`config.mk`:
```
export PLATFORM = sky130hd
export DESIGN_NAME = dfs_leader_election_node_unit
export DESIGN_NICKNAME = d
export VERILOG_FILES = /design/src/dfsle_pkg.sv /design/src/dfs_leader_election_node_unit.sv /design/src/dfsle_front.sv /design/src/dfsle_queue.sv /design/src/dfsle_back.sv
export SDC_FILE = /design/constraint.sdc
export NUM_CORES = 1
export LEC_CHECK = 0
export BUFFER_PORTS_ARGS = -buffer_cell sky130_fd_sc_hd__buf_2
export CAP_MARGIN = 20
export CORE_UTILIZATION = 35
export CTS_CLUSTER_DIAMETER = 40
export DETAILED_ROUTE_END_ITERATION = 6
export HOLD_SLACK_MARGIN = 0.05
export PLACE_DENSITY = 0.58
export REMOVE_ABC_BUFFERS = 1
export SETUP_SLACK_MARGIN = 0.4
export SLEW_MARGIN = 25
export SYNTH_ARGS = -nofsm -noshare
export SYNTH_HDL_FRONTEND = slang
export SYNTH_SLANG_ARGS = --single-unit
```
`constraint.sdc`:
```
create_clock -name clk -period 9.4 [get_ports clk]
set_clock_uncertainty 0.1 [all_clocks]
set_input_delay 1.41 -clock clk [delete_from_list [all_inputs] [get_ports clk]]
set_output_delay 1.41 -clock clk [all_outputs]
set_load 0.05 [all_outputs]
```
`src/dfsle_pkg.sv`:
```
package dfsle_pkg;

  localparam int MAX_NODES = 64;
  localparam int RANK_W    = $clog2(MAX_NODES);
  localparam int CNT_W     = 7;
  localparam int GRID_W    = 3;
  localparam int CFG_W     = 64;
  localparam int CFG_IDX_W = 2;

  localparam logic [CNT_W-1:0] CNT_MAX = {CNT_W{1'b1}};

  // incoming command codes
  localparam logic [2:0] CMD_CODE_START   = 3'd0;
  localparam logic [2:0] CMD_CODE_PROBE   = 3'd1;
  localparam logic [2:0] CMD_CODE_ALREADY = 3'd2;
  localparam logic [2:0] CMD_CODE_PARENT  = 3'd3;
  localparam logic [2:0] CMD_CODE_CHECK   = 3'd4;

  // outgoing message kinds
  localparam logic [1:0] KIND_PROBE   = 2'd0;
  localparam logic [1:0] KIND_PARENT  = 2'd1;
  localparam logic [1:0] KIND_ALREADY = 2'd2;
  localparam logic [1:0] KIND_TERM    = 2'd3;

  // config register indexes
  localparam logic [CFG_IDX_W-1:0] CFG_NODE_ID  = 2'd0;
  localparam logic [CFG_IDX_W-1:0] CFG_GRID_DIM = 2'd1;
  localparam logic [CFG_IDX_W-1:0] CFG_NBR_MASK = 2'd2;

  typedef enum logic [2:0] {
    CMD_START,
    CMD_PROBE,
    CMD_ALREADY,
    CMD_PARENT,
    CMD_CHECK,
    CMD_NONE
  } cmd_t;

  typedef struct packed {
    cmd_t              cmd;
    logic [RANK_W-1:0] sender;
    logic [RANK_W-1:0] leader;
  } item_t;

  typedef struct packed {
    logic              send_valid;
    logic [1:0]        send_kind;
    logic [RANK_W-1:0] send_dest;
    logic [RANK_W-1:0] send_leader;
    logic [RANK_W-1:0] send_origin;
    logic              leader_known;
    logic [RANK_W-1:0] current_leader;
    logic              done;
  } res_t;

endpackage

```
`src/dfs_leader_election_node_unit.sv`:
```
// One node of a depth-first leader election. Each word on the in_ channel is
// one received event (start, leader probe, already reply, parent reply or
// termination check) and yields exactly one word on the out_ channel: at most
// one outgoing message (probe, parent reply, already reply or terminate
// report, with all send_ fields zero when nothing is sent) plus the node's
// leader and done status after the event. The block runs at one word per
// clock unless out_ready holds the output register: the front decodes the
// command into a two-entry queue, and the back applies the event to the node
// state and loads the output register in the same cycle it pops the queue,
// so each word passes through a queue entry and then the output register.
// The back's update includes a priority encoder over the 64-bit unexplored
// set. The output register is released while it is being read, so a
// continuously ready sink sees no bubbles.
// node_id, grid_dim and neighbor_mask are written through cfg_we/cfg_idx/
// cfg_wdata and may only change while no word is in flight.
module dfs_leader_election_node_unit
  import dfsle_pkg::*;
(
  input  logic                 clk,
  input  logic                 rst_n,

  input  logic                 in_valid,
  output logic                 in_ready,
  input  logic [2:0]           in_command,
  input  logic [RANK_W-1:0]    in_sender,
  input  logic [RANK_W-1:0]    in_msg_leader,
  input  logic [RANK_W-1:0]    in_msg_origin,

  output logic                 out_valid,
  input  logic                 out_ready,
  output logic                 out_send_valid,
  output logic [1:0]           out_send_kind,
  output logic [RANK_W-1:0]    out_send_dest,
  output logic [RANK_W-1:0]    out_send_leader,
  output logic [RANK_W-1:0]    out_send_origin,
  output logic                 out_leader_known,
  output logic [RANK_W-1:0]    out_current_leader,
  output logic                 out_done_res,

  input  logic                 cfg_we,
  input  logic [CFG_IDX_W-1:0] cfg_idx,
  input  logic [CFG_W-1:0]     cfg_wdata
);

  item_t dec_item;
  item_t q_head;
  logic  q_full;
  logic  q_nonempty;
  logic  q_pop;
  logic  push;
  res_t  res;

  // msg_origin carries no meaning for this node's decisions
  dfsle_front u_front (
    .command    (in_command),
    .sender     (in_sender),
    .msg_leader (in_msg_leader),
    .item       (dec_item)
  );

  assign in_ready = !q_full;
  assign push     = in_valid && in_ready;

  // decouples decode from the state update
  dfsle_queue u_queue (
    .clk       (clk),
    .rst_n     (rst_n),
    .push      (push),
    .push_item (dec_item),
    .full      (q_full),
    .pop       (q_pop),
    .nonempty  (q_nonempty),
    .head      (q_head)
  );

  // node state, exploration and output register
  dfsle_back u_back (
    .clk        (clk),
    .rst_n      (rst_n),
    .cfg_we     (cfg_we),
    .cfg_idx    (cfg_idx),
    .cfg_wdata  (cfg_wdata),
    .q_nonempty (q_nonempty),
    .q_head     (q_head),
    .q_pop      (q_pop),
    .res_valid  (out_valid),
    .res_ready  (out_ready),
    .res        (res)
  );

  assign out_send_valid     = res.send_valid;
  assign out_send_kind      = res.send_kind;
  assign out_send_dest      = res.send_dest;
  assign out_send_leader    = res.send_leader;
  assign out_send_origin    = res.send_origin;
  assign out_leader_known   = res.leader_known;
  assign out_current_leader = res.current_leader;
  assign out_done_res       = res.done;

endmodule

```
`src/dfsle_front.sv`:
```
module dfsle_front
  import dfsle_pkg::*;
(
  input  logic [2:0]        command,
  input  logic [RANK_W-1:0] sender,
  input  logic [RANK_W-1:0] msg_leader,
  output item_t             item
);

  cmd_t cmd;

  always_comb begin
    unique case (command)
      CMD_CODE_START:   cmd = CMD_START;
      CMD_CODE_PROBE:   cmd = CMD_PROBE;
      CMD_CODE_ALREADY: cmd = CMD_ALREADY;
      CMD_CODE_PARENT:  cmd = CMD_PARENT;
      CMD_CODE_CHECK:   cmd = CMD_CHECK;
      default:          cmd = CMD_NONE;
    endcase
  end

  assign item.cmd    = cmd;
  assign item.sender = sender;
  assign item.leader = msg_leader;

endmodule

```
`src/dfsle_queue.sv`:
```
module dfsle_queue
  import dfsle_pkg::*;
(
  input  logic  clk,
  input  logic  rst_n,
  input  logic  push,
  input  item_t push_item,
  output logic  full,
  input  logic  pop,
  output logic  nonempty,
  output item_t head
);

  item_t      mem [2];
  logic       wr_ptr_r, wr_ptr_nxt;
  logic       rd_ptr_r, rd_ptr_nxt;
  logic [1:0] count_r, count_nxt;

  always_comb begin
    wr_ptr_nxt = push ? ~wr_ptr_r : wr_ptr_r;
    rd_ptr_nxt = pop ? ~rd_ptr_r : rd_ptr_r;
    count_nxt  = count_r + 2'(push) - 2'(pop);
  end

  always_ff @(posedge clk) begin
    if (!rst_n) begin
      wr_ptr_r <= 1'b0;
      rd_ptr_r <= 1'b0;
      count_r  <= 2'd0;
    end else begin
      wr_ptr_r <= wr_ptr_nxt;
      rd_ptr_r <= rd_ptr_nxt;
      count_r  <= count_nxt;
    end
  end

  always_ff @(posedge clk) begin
    if (push) begin
      mem[wr_ptr_r] <= push_item;
    end
  end

  assign full     = (count_r == 2'd2);
  assign nonempty = (count_r != 2'd0);
  assign head     = mem[rd_ptr_r];

endmodule

```
`src/dfsle_back.sv`:
```
module dfsle_back
  import dfsle_pkg::*;
(
  input  logic                 clk,
  input  logic                 rst_n,
  input  logic                 cfg_we,
  input  logic [CFG_IDX_W-1:0] cfg_idx,
  input  logic [CFG_W-1:0]     cfg_wdata,
  input  logic                 q_nonempty,
  input  item_t                q_head,
  output logic                 q_pop,
  output logic                 res_valid,
  input  logic                 res_ready,
  output res_t                 res
);

  // configuration
  logic [RANK_W-1:0]    node_id_r;
  logic [GRID_W-1:0]    grid_dim_r;
  logic [MAX_NODES-1:0] nbr_mask_r;

  // election state
  logic                 lv_r, lv_nxt;
  logic [RANK_W-1:0]    lid_r, lid_nxt;
  logic                 pv_r, pv_nxt;
  logic [RANK_W-1:0]    pid_r, pid_nxt;
  logic [MAX_NODES-1:0] unexp_r, unexp_nxt;
  logic [CNT_W-1:0]     probes_r, probes_nxt;
  logic [CNT_W-1:0]     replies_r, replies_nxt;
  logic                 active_r, active_nxt;
  logic                 term_r, term_nxt;

  logic                 out_valid_r;
  res_t                 res_r, res_nxt;

  logic [RANK_W-1:0]    grid_sq;
  logic [MAX_NODES-1:0] valid_ranks;
  logic [MAX_NODES-1:0] base_set;
  logic                 match;
  logic                 do_explore;
  logic [MAX_NODES-1:0] pre_set;
  logic [CNT_W-1:0]     pre_probes;
  logic [MAX_NODES-1:0] low_onehot;
  logic [RANK_W-1:0]    low_idx;

  assign q_pop = q_nonempty && (!out_valid_r || res_ready);

  always_ff @(posedge clk) begin
    if (!rst_n) begin
      node_id_r  <= RANK_W'(1);
      grid_dim_r <= GRID_W'(1);
      nbr_mask_r <= '0;
    end else if (cfg_we) begin
      unique case (cfg_idx)
        CFG_NODE_ID:  node_id_r  <= cfg_wdata[RANK_W-1:0];
        CFG_GRID_DIM: grid_dim_r <= cfg_wdata[GRID_W-1:0];
        CFG_NBR_MASK: nbr_mask_r <= cfg_wdata[MAX_NODES-1:0];
        default: ;
      endcase
    end
  end

  // ranks 1 .. min(grid_dim^2, MAX_NODES-1)
  always_comb begin
    grid_sq = RANK_W'({{(RANK_W-GRID_W){1'b0}}, grid_dim_r}
                      * {{(RANK_W-GRID_W){1'b0}}, grid_dim_r});
    for (int i = 0; i < MAX_NODES; i++) begin
      valid_ranks[i] = (i != 0) && ((RANK_W+1)'(i) <= {1'b0, grid_sq});
    end
    base_set = nbr_mask_r & valid_ranks;
  end

  assign match = lv_r && (lid_r == q_head.leader);

  // event handling, then the shared exploration step
  always_comb begin
    lv_nxt      = lv_r;
    lid_nxt     = lid_r;
    pv_nxt      = pv_r;
    pid_nxt     = pid_r;
    replies_nxt = replies_r;
    active_nxt  = active_r;
    term_nxt    = term_r;
    pre_set     = unexp_r;
    pre_probes  = probes_r;
    do_explore  = 1'b0;

    res_nxt = '0;

    case (q_head.cmd)
      CMD_START: begin
        lv_nxt      = 1'b1;
        lid_nxt     = node_id_r;
        pv_nxt      = 1'b1;
        pid_nxt     = node_id_r;
        pre_set     = base_set;
        pre_probes  = '0;
        replies_nxt = '0;
        active_nxt  = 1'b1;
        term_nxt    = 1'b0;
        do_explore  = 1'b1;
      end
      CMD_PROBE: begin
        if (term_r) begin
          if (match) begin
            res_nxt.send_valid  = 1'b1;
            res_nxt.send_kind   = KIND_ALREADY;
            res_nxt.send_dest   = q_head.sender;
            res_nxt.send_leader = lid_r;
            res_nxt.send_origin = node_id_r;
          end
        end else if (!lv_r || q_head.leader > lid_r) begin
          // takeover when no leader is known or by a higher leader
          lv_nxt      = 1'b1;
          lid_nxt     = q_head.leader;
          pv_nxt      = 1'b1;
          pid_nxt     = q_head.sender;
          pre_set     = base_set & ~(MAX_NODES'(1) << q_head.sender);
          pre_probes  = '0;
          replies_nxt = '0;
          active_nxt  = 1'b1;
          term_nxt    = 1'b0;
          do_explore  = 1'b1;
        end else if (match) begin
          res_nxt.send_valid  = 1'b1;
          res_nxt.send_kind   = KIND_ALREADY;
          res_nxt.send_dest   = q_head.sender;
          res_nxt.send_leader = lid_r;
          res_nxt.send_origin = node_id_r;
        end
      end
      CMD_ALREADY: begin
        if (!term_r && match) begin
          if (probes_r != '0) begin
            pre_probes = probes_r - CNT_W'(1);
          end
          do_explore = 1'b1;
        end
      end
      CMD_PARENT: begin
        if (!term_r && match) begin
          if (replies_r != CNT_MAX) begin
            replies_nxt = replies_r + CNT_W'(1);
          end
          do_explore = 1'b1;
        end
      end
      CMD_CHECK: begin
        if (!term_r && active_r && (unexp_r == '0) && pv_r
            && (pid_r == node_id_r) && (probes_r == replies_r)) begin
          res_nxt.send_valid  = 1'b1;
          res_nxt.send_kind   = KIND_TERM;
          res_nxt.send_leader = lid_r;
          term_nxt            = 1'b1;
          active_nxt          = 1'b0;
        end
      end
      default: ;
    endcase

    // lowest unexplored neighbor
    low_onehot = pre_set & (~pre_set + MAX_NODES'(1));
    low_idx    = '0;
    for (int i = 0; i < MAX_NODES; i++) begin
      if (low_onehot[i]) begin
        low_idx = low_idx | RANK_W'(i);
      end
    end

    unexp_nxt  = pre_set;
    probes_nxt = pre_probes;
    if (do_explore) begin
      if (pre_set != '0) begin
        unexp_nxt           = pre_set & ~low_onehot;
        res_nxt.send_valid  = 1'b1;
        res_nxt.send_kind   = KIND_PROBE;
        res_nxt.send_dest   = low_idx;
        res_nxt.send_leader = lid_nxt;
        res_nxt.send_origin = node_id_r;
        if (pre_probes != CNT_MAX) begin
          probes_nxt = pre_probes + CNT_W'(1);
        end
      end else if (pv_nxt && (pid_nxt != node_id_r)) begin
        res_nxt.send_valid  = 1'b1;
        res_nxt.send_kind   = KIND_PARENT;
        res_nxt.send_dest   = pid_nxt;
        res_nxt.send_leader = lid_nxt;
        res_nxt.send_origin = node_id_r;
      end
    end

    res_nxt.leader_known   = lv_nxt;
    res_nxt.current_leader = lid_nxt;
    res_nxt.done           = term_nxt;
  end

  always_ff @(posedge clk) begin
    if (!rst_n) begin
      lv_r        <= 1'b0;
      lid_r       <= '0;
      pv_r        <= 1'b0;
      pid_r       <= '0;
      unexp_r     <= '0;
      probes_r    <= '0;
      replies_r   <= '0;
      active_r    <= 1'b0;
      term_r      <= 1'b0;
      out_valid_r <= 1'b0;
    end else begin
      if (q_pop) begin
        lv_r      <= lv_nxt;
        lid_r     <= lid_nxt;
        pv_r      <= pv_nxt;
        pid_r     <= pid_nxt;
        unexp_r   <= unexp_nxt;
        probes_r  <= probes_nxt;
        replies_r <= replies_nxt;
        active_r  <= active_nxt;
        term_r    <= term_nxt;
      end
      if (q_pop) begin
        out_valid_r <= 1'b1;
      end else if (res_ready) begin
        out_valid_r <= 1'b0;
      end
    end
  end

  always_ff @(posedge clk) begin
    if (q_pop) begin
      res_r <= res_nxt;
    end
  end

  assign res_valid = out_valid_r;
  assign res       = res_r;

endmodule
```
Yosys cells after proc, flatten, opt, wreduce, memory -nomap -nowiden

Memory sizes are Yosys's and may differ from the RTL's. A register that Yosys moved wholly into a read port is not among the register bits.
Cells that the tools add are included.

Flip-flop bits (word level): 201
Latch bits: 0
Memory bits (writable): 30
Bits in read-only memories: 0
Input port bits: 92
Output and inout bits: 31
Word-level logic and storage cells: 380
Memories: 1

Memories:

| name        | words | bits a word | rd ports | clocked after Yosys merged registers in | wr ports | line              | source |
|---|---|---|---|---|---|---|---|
| u_queue.mem | 2     | 15          | 1        | 1                                       | 1        | dfsle_queue.sv:14 | `item_t mem [2];` |

Add/sub/neg operators: 6
Multipliers: 1
Div/mod/pow operators: 0
Magnitude comparators: 64
Equality and inequality tests: 30
Shifts and indexed selects: 1
Mux-type cells: 216
Bitwise operators: 9
Reductions and logical operators: 28

Operator list:

| cell                    | count |
|---|---|
| $mux W64                | 15 |
| $mux W21                | 17 |
| $mux W6                 | 55 |
| $and A64 B64 Y64        | 4 |
| $mux W7                 | 30 |
| $le A6 B6 Y1 const A    | 32 |
| $not A64 Y64            | 3 |
| $pmux W64 S2            | 1 |
| $le A5 B6 Y1 const A    | 16 |
| $mux W5                 | 16 |
| $add A64 B1 Y64 const B | 1 |
| $logic_not A64 Y1       | 1 |
| $reduce_bool A64 Y1     | 1 |
| $shl A1 B6 Y64 const A  | 1 |
| $mux W1                 | 49 |
| $le A4 B6 Y1 const A    | 8 |
| $pmux W7 S3             | 2 |
| $pmux W6 S2             | 3 |
| $mux W3                 | 11 |
| $mux W4                 | 8 |
| $le A3 B6 Y1 const A    | 4 |
| $pmux W3 S5             | 1 |
| $add A7 B1 Y7 const B   | 2 |
| $ne A7 B7 Y1 const B    | 2 |
| 36 further kinds        | 72 |

Logic depth before layout (Yosys ltp)

Gate-level depths: netlist of the first run.

Word-level depth: 79
Gate-level depth with buffers: 25
Mapped depth without buffers: 14

Cells and area by module

Synthesis of the first run repeated with hierarchy kept, for this count alone.

Cells, all modules: 1816
Area total of the unflattened synthesis: 14249.9 µm²

Modules (own cells, without submodules):

| module                        | times used | cells each | area each (µm²) |
|---|---|---|---|
| dfsle_back                    | 1          | 1731       | 12766.0 |
| dfsle_queue                   | 1          | 68         | 1366.3 |
| dfsle_front                   | 1          | 15         | 107.6 |
| dfs_leader_election_node_unit | 1          | 2          | 10.0 |

Worst setup path after synthesis of the first run

Ideal clock, no wire load.

Kind: flip-flop to flip-flop
From: register (tool-made name)
To: register u_back.res_r (netlist bit u_back.res[23]) (data pin)
Setup time: 0.259 ns
Arrival: 5.324 ns
Slack: 3.717 ns
Cell stages (with the launch flop): 22
Path buffers: 8
Period minus slack after synthesis: 5.683 ns
Cells stage by stage: dfxtp_1 buf_6 buf_4 buf_2 buf_1 clkbuf_1 mux2_2 ha_1 nand4_1 o21bai_1 a31o_2 o21ai_4 buf_4 mux2_2 and2_4 and3_1 buf_6 and4_4 buf_6 a311o_1 or4_1 o31a_1

RTL lines:

| what                   | line              | source |
|---|---|---|
| end signal: assignment | dfsle_back.sv:231 | `res_r <= res_nxt;` |
| end: declaration       | dfsle_back.sv:34  | `res_t res_r, res_nxt;` |

==> results of run 1 <==
## state kept, by name, indices dropped and copies added, names as in the netlist, 2 cells and up, named ones only
register,flops
u_queue.count_r,2
u_back.pid_r,6
u_queue.mem,30
u_back.grid_dim_r,3
u_back.nbr_mask_r,60
u_back.replies_r,7
u_back.node_id_r,6
u_back.lid_r,6
u_back.res,29
u_back.unexp_r,64
u_back.probes_r,7
## where the power goes
part / switching, µW / leakage [µW] / internal, µW
sequential: 109 / 0.00194 / 1170
combinational: 1160 / 0.00360 / 427
clock: 600 / 0.000749 / 1010
## logic make-up after synthesis
kind of cell	share of synthesized area
fa+ha+maj	0.0114
buf+inv	0.0469
compound gates	0.231
simple gates	0.267
flops	0.361
xor+xnor	0.0196
mux	0.0635
## cells in the final DEF (no fill, tap or decap), drive strengths merged, types with 11 or more instances in the layout
cell type / n
o22ai: 19
ha: 13
a21oi: 141
and3: 12
xor2: 21
inv: 50
buf: 132
dfxtp: 169
xnor2: 11
nor4: 24
edfxtp: 59
nand2: 303
nor2: 203
nor3: 37
clkbuf: 56
nand3b: 16
or2: 11
o311a: 28
o21ai: 47
o211ai: 22
a211oi: 26
mux2: 23
or3: 12
nand3: 50
a31oi: 27
mux2i: 63
nand4: 25
a22oi: 12
o31ai: 12
and2: 29
## routing by layer
metal / up-vias / global-route usage
met5: - / 0
met4: 0 / 0.133
met3: 141 / 0.0451
met2: 614 / 0.407
met1: 6834 / 0.362
li1: 6663 / -
## worst max-delay path, cell delays in order, from the launching register on
cell and delay (ps):
dfxtp_4 720, mux2_2 430, ha_1 310, nand4_1 150, o21bai_1 230, a31o_2 290
o21ai_4 540, buf_12 480, mux2i_1 450, nor4b_1 400, nand3_1 610, nor3_1 820
o21ai_0 250, nand4_1 180, o41a_1 250
## metrics by stage
stage / worst slack [ps] / hold slack, ps
finish: 2900 / 355
global route: 2500 / 369
CTS: 2740 / 351
detailed placement: 2750 / 342
global placement: 2860 / 338
floorplan: 1480 / 325
## final cells by class
cell class                 count  area [µm²]  share of cell area
inverter                      33         126             0.00758
timing repair buffer         132         721              0.0433
sequential                   228        5160               0.310
tap                          525         657              0.0394
clock inverter                28         248              0.0149
multi-input combinational   1386        8480               0.509
clock buffer                  56        1270              0.0764
## final timing paths
check,start,endpoint,slack (ps)
worst max-delay path,register,u_back.res[22]$_DFFE_PP_,2900
worst min-delay path,u_back.nbr_mask_r[37]$_SDFFE_PN0P_,u_back.nbr_mask_r[37]$_SDFFE_PN0P_,360
worst max register to register,register,u_back.res[22]$_DFFE_PP_,2900
worst min register to register,u_back.nbr_mask_r[37]$_SDFFE_PN0P_,u_back.nbr_mask_r[37]$_SDFFE_PN0P_,360
==> results.py, run 1 <==
metrics = {
    "critical_path": {
        "arrival_ps": 6800,
        "critical_path_peak_fanout": 98,
        "critPathLaunchType": "register",
        "endpoint_kind": "register",
        "required_ps": 9700,
        "reg2regPathDepth": 14,
        "path_class": "register to register",
    },
    "floorplan": {
        "die_h_um": 204,
        "rows": 73,
        "core_um2": 40000,
        "ios": 123,
        "start_util": 0.357,
        "die-area_um2": 41600,
        "die_x_um": 204,
    },
    "placement": {
        "io_buffers": 113,
        "dp_hpwl_mm": 41.1,
        "dpl.cell_count": 2303,
        "place_congestion": 0.988,
        "placed_area_um2": 15100,
    },
    "drt": {
        "wl_met3_mm": 3.92,
        "vias_per_cell": 5.97,
        "m1WireLength_mm": 24.5,
        "post_drt_wl_per_cell_um": 23.2,
        "drc_errors": 0,
        "wl_mm": 55.5,
        "drt_iter0_drc": 1524,
        "ant_nets": 0,
        "dr.max_layer_used": "met4",
        "via_count": 14300,
        "firstDrtPassIters": 6,
        "met2_length_mm": 24.4,
    },
    "global_routing": {
        "antenna_found_initial": 0,
        "grt_first_pass_wirelength_mm": 83.9,
        "overflow": 0,
        "grt_pass1_vias": 13500,
        "grt_use_total": 0.267,
        "grt_max_degree": 99,
    },
    "clock_network": {
        "cts_sinks": 228,
        "postCtsHoldBufs": 0,
        "clock-root-buffer": "clkbuf_16",
        "clk_pin_slew_worst_paths_ps": 50,
        "htreeDepth": 2,
        "clk_path_buf_depth": 3,
        "cts_made_buffers": 45,
        "post-cts-setup-buffers": 0,
        "clk_latency_ps": 580,
        "cts_tree": "yes",
        "cts.repair.resized": 0,
    },
    "synth": {
        "synth_cell_type_count": 105,
        "synth_cells": 1754,
        "ys_seq_elements": 228,
        "synth.area.top_cells": "dfxtp_1 (24%), edfxtp_1 (12%), nand2_1 (7.9%), nor2_1 (5.3%), a21oi_1 (4.9%)",
        "ys_top_cells_by_count": "nand2_1 (302), nor2_1 (202), dfxtp_1 (169), a21oi_1 (141), clkbuf_1 (75)",
        "synth.largest_area_cell": "dfxtp_1",
        "yosysSeqAreaShare": 0.361,
        "synthArstFlopShare": 0,
        "synth.most_common_cell": "nand2_1",
        "synth_area_um2": 14300,
        "ys.flop_type": "dfxtp_1",
        "syn_avg_cell_area_um2": 8.13,
        "synth-edff-count": 59,
        "yosys_warnings": 0,
        "yosysTopAreaCellShare": 0.237,
    },
    "sta": {
        "maxSlewViolCount": 0,
        "hold_violations": 0,
        "setup_viol": 0,
        "period_share": 0.691,
        "setup_tns_ps": 0,
        "rsz0062_at_grt": "false",
        "timing.fmax_mhz": 154,
        "slew_headroom": 0.293,
        "worst_pin_slew_ps": 1060,
        "fin_crit_ps": 6500,
    },
    "layout": {
        "nets": 1931,
        "fill_cells": 4073,
        "n_antenna_cell": 0,
        "drive_above_1_share": 0.155,
        "final_area_um2": 16700,
        "fin_cells": 2388,
        "area_growth_syn_to_layout_pct": 16.8,
        "fin_util": 0.416,
    },
    "pwr": {
        "pwr_density_cell_nw_per_um2": 269,
        "totalPowerFinal_uw": 4480,
        "leakagePower_uw": 0.00629,
        "peakVddDrop_uv": 164,
    },
    "worst_hold_path": {
        "hp-class": "register to register",
        "min_path_cells": 2,
    },
    "status": {
        "outcome": "completed",
    },
    "flow_run": {
        "cap_violations": 0,
    },
}
Power figures use the tool's default switching activity.
==> run 2: changes to the inputs <==
- ABC_AREA: default -> 1
- PLACE_DENSITY: 0.58 -> 0.57
- clock period: 9.4 -> 6.3 ns (I/O delays scaled with it)
==> results.py, run 2 <==
metrics = {
    "status": {
        "outcome": "completed",
    },
    "synth": {
        "ys_top_cells_by_count": "nand2_1 (643), nor2_1 (353), inv_1 (252), dfxtp_1 (169), o21ai_0 (164)",
        "synth-edff-count": 59,
        "yosysSeqAreaShare": 0.344,
        "synth.area.top_cells": "dfxtp_1 (23%), nand2_1 (16%), edfxtp_1 (12%), nor2_1 (8.8%), inv_1 (6.3%)",
        "synth_cells": 2337,
        "ys_seq_elements": 228,
        "synth-compound-area-share": 0.133,
        "synth.most_common_cell": "nand2_1",
        "synth_area_um2": 15000,
        "syn_avg_cell_area_um2": 6.42,
        "yosys_warnings": 0,
        "synthAdderAreaFrac": 0.0108,
        "synth.largest_area_cell": "dfxtp_1",
        "yosys.area_share.simple": 0.399,
        "synthArstFlopShare": 0,
        "synthMuxAreaShare": 0.00401,
        "synth_cell_type_count": 57,
        "synth_top_family_by_area": "simple AND/OR/NAND/NOR gates",
        "yosysTopAreaCellShare": 0.226,
        "synth-xor-area-share": 0.00876,
        "ys.flop_type": "dfxtp_1",
    },
    "clock_network": {
        "cts_made_buffers": 43,
        "postCtsHoldBufs": 0,
        "htreeDepth": 2,
        "post-cts-setup-buffers": 0,
        "cts.repair.resized": 0,
        "clk_latency_ps": 580,
        "clk_pin_slew_worst_paths_ps": 60,
        "cts_tree": "yes",
        "clock-root-buffer": "clkbuf_16",
        "clk_path_buf_depth": 3,
        "cts_sinks": 228,
    },
    "critical_path": {
        "reg2reg_slack_ps": 810,
        "path_class": "register to register",
        "required_ps": 6630,
        "reg2regPathDepth": 27,
        "critPathLaunchType": "register",
        "arrival_ps": 5810,
        "critical_path_peak_fanout": 96,
        "endpoint_kind": "register",
        "reg2reg_to": "u_back.res[24]$_DFFE_PP_",
    },
    "pwr": {
        "p_sw_frac": 0.517,
        "power_frac_seq": 0.217,
        "p_comb_frac": 0.538,
        "switchingPower_uw": 4710,
        "leakagePower_uw": 0.00816,
        "pwr-share-clk": 0.245,
        "pwr_density_cell_nw_per_um2": 524,
        "peakVddDrop_uv": 233,
        "p_int_uw": 4410,
    },
    "sta": {
        "rsz0062_at_grt": "false",
        "slew_headroom": 0.306,
        "timing.fmax_mhz": 182,
        "setup_viol": 0,
        "hold_violations": 0,
        "worst_pin_slew_ps": 1030,
        "fin_crit_ps": 5490,
        "maxSlewViolCount": 0,
        "period_share": 0.871,
        "holdWs_ps": 366,
        "setup_tns_ps": 0,
    },
    "floorplan": {
        "core_um2": 42100,
        "die_h_um": 209,
        "start_util": 0.356,
        "rows": 75,
        "die-area_um2": 43700,
        "ios": 123,
        "die_x_um": 209,
    },
    "layout": {
        "drive_above_1_share": 0.122,
        "layout_commonest_cell": "nand2_1",
        "final_area_um2": 17400,
        "reg.largest.list": "u_back.unexp_r x64, u_back.nbr_mask_r x60, u_queue.mem x30",
        "largest_reg_flops": 64,
        "n_antenna_cell": 0,
        "top_register": "u_back.unexp_r",
        "area_growth_syn_to_layout_pct": 16.1,
        "layout_common_cells": "nand2_1 (642), nor2_1 (349), inv_1 (250)",
        "nets": 2533,
    },
    "worst_hold_path": {
        "min_path_cells": 1,
        "hp-class": "register to register",
        "whs_endpoint": "u_queue.rd_ptr_r$_SDFFE_PN0P_",
        "hp-start": "u_queue.rd_ptr_r$_SDFFE_PN0P_",
    },
    "global_routing": {
        "grt_pass1_vias": 15300,
        "antenna_found_initial": 2,
        "overflow": 0,
        "grt_max_degree": 100,
        "grt_use_total": 0.274,
        "grt_first_pass_wirelength_mm": 91.2,
    },
    "drt": {
        "ant_nets": 0,
        "drt_iter0_drc": 1486,
        "via_count": 16000,
        "firstDrtPassIters": 5,
        "wl_mm": 59.9,
        "vias_per_cell": 5.33,
        "drc_errors": 0,
        "post_drt_wl_per_cell_um": 19.9,
    },
    "placement": {
        "placed_area_um2": 16000,
        "place_congestion": 0.978,
        "dp_hpwl_mm": 45.2,
        "io_buffers": 113,
    },
    "flow_run": {
        "cap_violations": 0,
    },
}
==> run 2: power groups by stage <==
| stage | clock [µW] | combinational, µW | sequential, µW |
|---|---|---|---|
| after floorplan | 0 | 2860 | 2270 |
| after global placement | 0 | 4810 | 1990 |
| after detailed placement | 0 | 4820 | 2000 |
| after CTS | 2270 | 4830 | 1970 |
| after global routing | 2350 | 5340 | 2000 |
| final | 2230 | 4910 | 1980 |
==> run 2: how the worst max path moves through the flow <==
stage / slack [ps] / end / startpoint / cells after the start
floorplan: 1220 / u_back.replies_r[3]$_SDFFE_PN0P_ / out_ready / 11
global placement: 1010 / u_back.res[24]$_DFFE_PP_ / register / 27
detailed placement: 940 / u_back.unexp_r[36]$_SDFFE_PN0P_ / register / 22
CTS: 920 / u_back.unexp_r[56]$_SDFFE_PN0P_ / register / 22
global route: 410 / u_back.res[23]$_DFFE_PP_ / register / 27
finish: 810 / u_back.res[24]$_DFFE_PP_ / register / 27
==> run 2: layout make-up <==
class	instances	area, µm²
fill	4592	24700
multi-input combinational	1750	8360
sequential	228	5150
clock buffer	53	1150
inverter	261	980
timing repair buffer	144	836
tap	539	674
clock inverter	27	244
==> run 2: kinds of logic (layout without fill, tap and decap cells) <==
| family | after synthesis | count (layout) |
|---|---|---|
| AOI/OAI and AO/OA | 344 | 344 |
| and+or+nand+nor | 1372 | 1372 |
| buffers and inverters | 359 | 485 |
| muxes | 6 | 6 |
| xor gates and xnor gates | 15 | 15 |
| adders and majority gates | 13 | 13 |
| DFF | 228 | 228 |
==> run 2: per-stage QoR <==
step	cells	total power [µW]	worst slack, ps	util
6_report	3002	9120	811	0.413
5_1_grt	3002	9690	414	0.413
4_1_cts	3002	9080	915	0.413
3_5_place_dp	2922	6810	937	0.380
3_3_place_gp	2921	6800	1010	0.379
2_1_floorplan	2239	5130	1220	-
==> run 2: routing by layer <==
metal	vias up	global-route usage	wire (µm)	part of all wire
met5	-	0	12	0.00020
met4	2	0.122	2490	0.042
met2	554	0.450	27200	0.45
li1	7821	-	-	-
met1	7502	0.357	26800	0.45
met3	116	0.0388	3380	0.056
==> run 2: worst max-delay path: stages (launching register included) <==
cell and delay [ps]:
dfxtp_1 720, buf_4 300, mux2i_1 250, inv_1 110
ha_1 310, nand2_1 50, nor2_1 170, nand2_1 70
nand3_1 170, nand3_4 110, nand2_4 90, buf_12 320
o21ai_0 360, o21ai_1 250, nand2_1 80, nor2_1 270
nand2_1 210, nor2_1 290, nand3_2 190, nor2_1 120
nand2_1 200, nand2_1 110, inv_1 50, nand2_1 50
nor2_1 40, nand3_1 120, nand2_1 70, nand2_1 90
==> run 3: changes to the inputs <==
- PLACE_DENSITY: 0.57 -> 0.59
- clock period: 6.3 -> 4.5 ns (I/O delays scaled with it)
==> results.py, run 3 (synthesized netlist as in run 2, its figures left out) <==
metrics = {
    "clock_network": {
        "cts_made_buffers": 43,
        "clock-root-buffer": "clkbuf_16",
        "cts_tree": "yes",
        "clk_latency_ps": 580,
        "cts_sinks": 228,
        "htreeDepth": 2,
        "clk_path_buf_depth": 3,
        "clk_pin_slew_worst_paths_ps": 60,
    },
    "critical_path": {
        "critical_path_peak_fanout": 8,
        "arrival_ps": 4430,
        "reg2reg_to": "u_back.res[20]$_DFFE_PP_",
        "reg2reg_slack_ps": 410,
        "path_class": "register to register",
        "endpoint_kind": "register",
        "required_ps": 4840,
        "crit_path_end": "u_back.res[20]$_DFFE_PP_",
        "reg2regPathDepth": 26,
        "critPathLaunchType": "register",
    },
    "floorplan": {
        "die_x_um": 209,
        "start_util": 0.356,
        "core_um2": 42100,
        "ios": 123,
        "die-area_um2": 43700,
        "rows": 75,
        "die_h_um": 209,
    },
    "layout": {
        "drive_above_1_share": 0.272,
        "top_register": "u_back.unexp_r",
        "n_antenna_cell": 0,
        "largest_reg_flops": 64,
        "fin_util": 0.484,
        "layout_commonest_cell": "nand2_1",
        "fill_cells": 4333,
        "final_area_um2": 20400,
        "layout_common_cells": "nand2_1 (534), nor2_1 (280), inv_1 (242)",
        "area_growth_syn_to_layout_pct": 35.9,
        "nets": 2726,
        "reg.largest.list": "u_back.unexp_r x64, u_back.nbr_mask_r x60, u_queue.mem x30",
    },
    "worst_hold_path": {
        "hp-class": "input port to register",
        "hp-start": "in_msg_leader[0]",
    },
    "global_routing": {
        "overflow": 0,
        "grt_use_total": 0.276,
        "antenna_found_initial": 0,
        "grt_pass1_vias": 15900,
        "grt_max_degree": 92,
        "grt_first_pass_wirelength_mm": 92.2,
    },
    "sta": {
        "hold_violations": 0,
        "slew_headroom": 0.371,
        "worst_pin_slew_ps": 943,
        "setup_ws_ps": 415,
        "timing.fmax_mhz": 245,
        "rsz0062_at_grt": "true",
        "fin_crit_ps": 4090,
        "maxSlewViolCount": 0,
        "setup_viol": 0,
        "period_share": 0.908,
    },
    "status": {
        "outcome": "completed",
    },
    "drt": {
        "wl_mm": 63.6,
        "post_drt_wl_per_cell_um": 19.9,
        "ant_nets": 0,
        "firstDrtPassIters": 7,
        "vias_per_cell": 5.36,
        "drt_iter0_drc": 1614,
        "drc_errors": 0,
        "via_count": 17100,
    },
    "placement": {
        "dp_hpwl_mm": 46.1,
        "placed_area_um2": 17100,
        "io_buffers": 113,
        "place_congestion": 0.997,
        "pre_cts_slack_ps": 53.2,
    },
    "flow_run": {
        "cap_violations": 0,
    },
    "pwr": {
        "pwr_density_cell_nw_per_um2": 770,
        "leakagePower_uw": 0.00949,
        "peakVddDrop_uv": 393,
        "totalPowerFinal_uw": 15700,
    },
}
==> run 3: through the flow <==
stage          setup TNS [ps]  hold slack, ps  std cells
3_3_place_gp                0             337       3056
2_1_floorplan          -28230             325       2239
4_1_cts                     0             162       3142
5_1_grt                     0             174       3195
6_report                    0             185       3195
3_5_place_dp                0             344       3057
==> run 3: how the worst min path moves through the flow <==
stage,endpoint,slack (ps),cells after the start
finish,u_queue.mem[0][0]$_DFFE_PP_,180,1
global placement,u_queue.rd_ptr_r$_SDFFE_PN0P_,340,1
CTS,u_queue.mem[0][0]$_DFFE_PP_,160,1
floorplan,register,330,1
detailed placement,u_queue.rd_ptr_r$_SDFFE_PN0P_,340,1
global route,u_queue.mem[0][0]$_DFFE_PP_,170,1
==> run 3: worst max-delay path, stage by stage, from the launching register on <==
cell,delay [ps]
dfxtp_4,420
mux2i_4,250
inv_2,90
ha_4,280
inv_2,30
o21bai_1,150
nand2_2,80
nand3_4,100
nand3_4,120
nand2_8,140
buf_8,150
buf_6,140
nand2_1,70
nand2_2,110
nand2_4,70
nor2_4,200
nand2_4,110
nor2_4,220
nand3_1,140
buf_4,170
o21ai_0,230
nor2_2,80
nand3b_1,140
nor2_1,70
nand3_1,120
nand2_1,70
nand2_1,80
==> run 3: where the power goes <==
group / switching (µW) / internal (µW) / leakage (µW)
combinational: 6230 / 3340 / 0.00682
sequential: 232 / 2540 / 0.00195
clock: 1220 / 2140 / 0.000730
total: 7680 / 8010 / 0.00949
==> run 3: layout make-up <==
class / instances / area (µm²) / share of cell area
Clock buffer: 51 / 1180 / 0.0578
Clock inverter: 29 / 322 / 0.0158
Inverter: 261 / 998 / 0.0490
Sequential cell: 228 / 5160 / 0.253
Timing Repair Buffer: 337 / 2670 / 0.131
Tap cell: 539 / 674 / 0.0331
Multi-Input combinational cell: 1750 / 9370 / 0.460
==> run 3: repair_timing <==
action / CTS / global route
pin swaps: 4 / 88
setup buffers: 3 / 43
setup endpoints to repair: 66 / 75
resized for setup: 32 / 292
hold buffers: 0 / 0
gates cloned: 2 / 10
==> run 3: metal layers <==
layer / share of wire / GRT usage / routed length, µm
met1: 0.43 / 0.363 / 27600
met2: 0.46 / 0.452 / 29200
met3: 0.062 / 0.0358 / 3970
met4: 0.044 / 0.125 / 2780
met5: 0 / 0 / 0
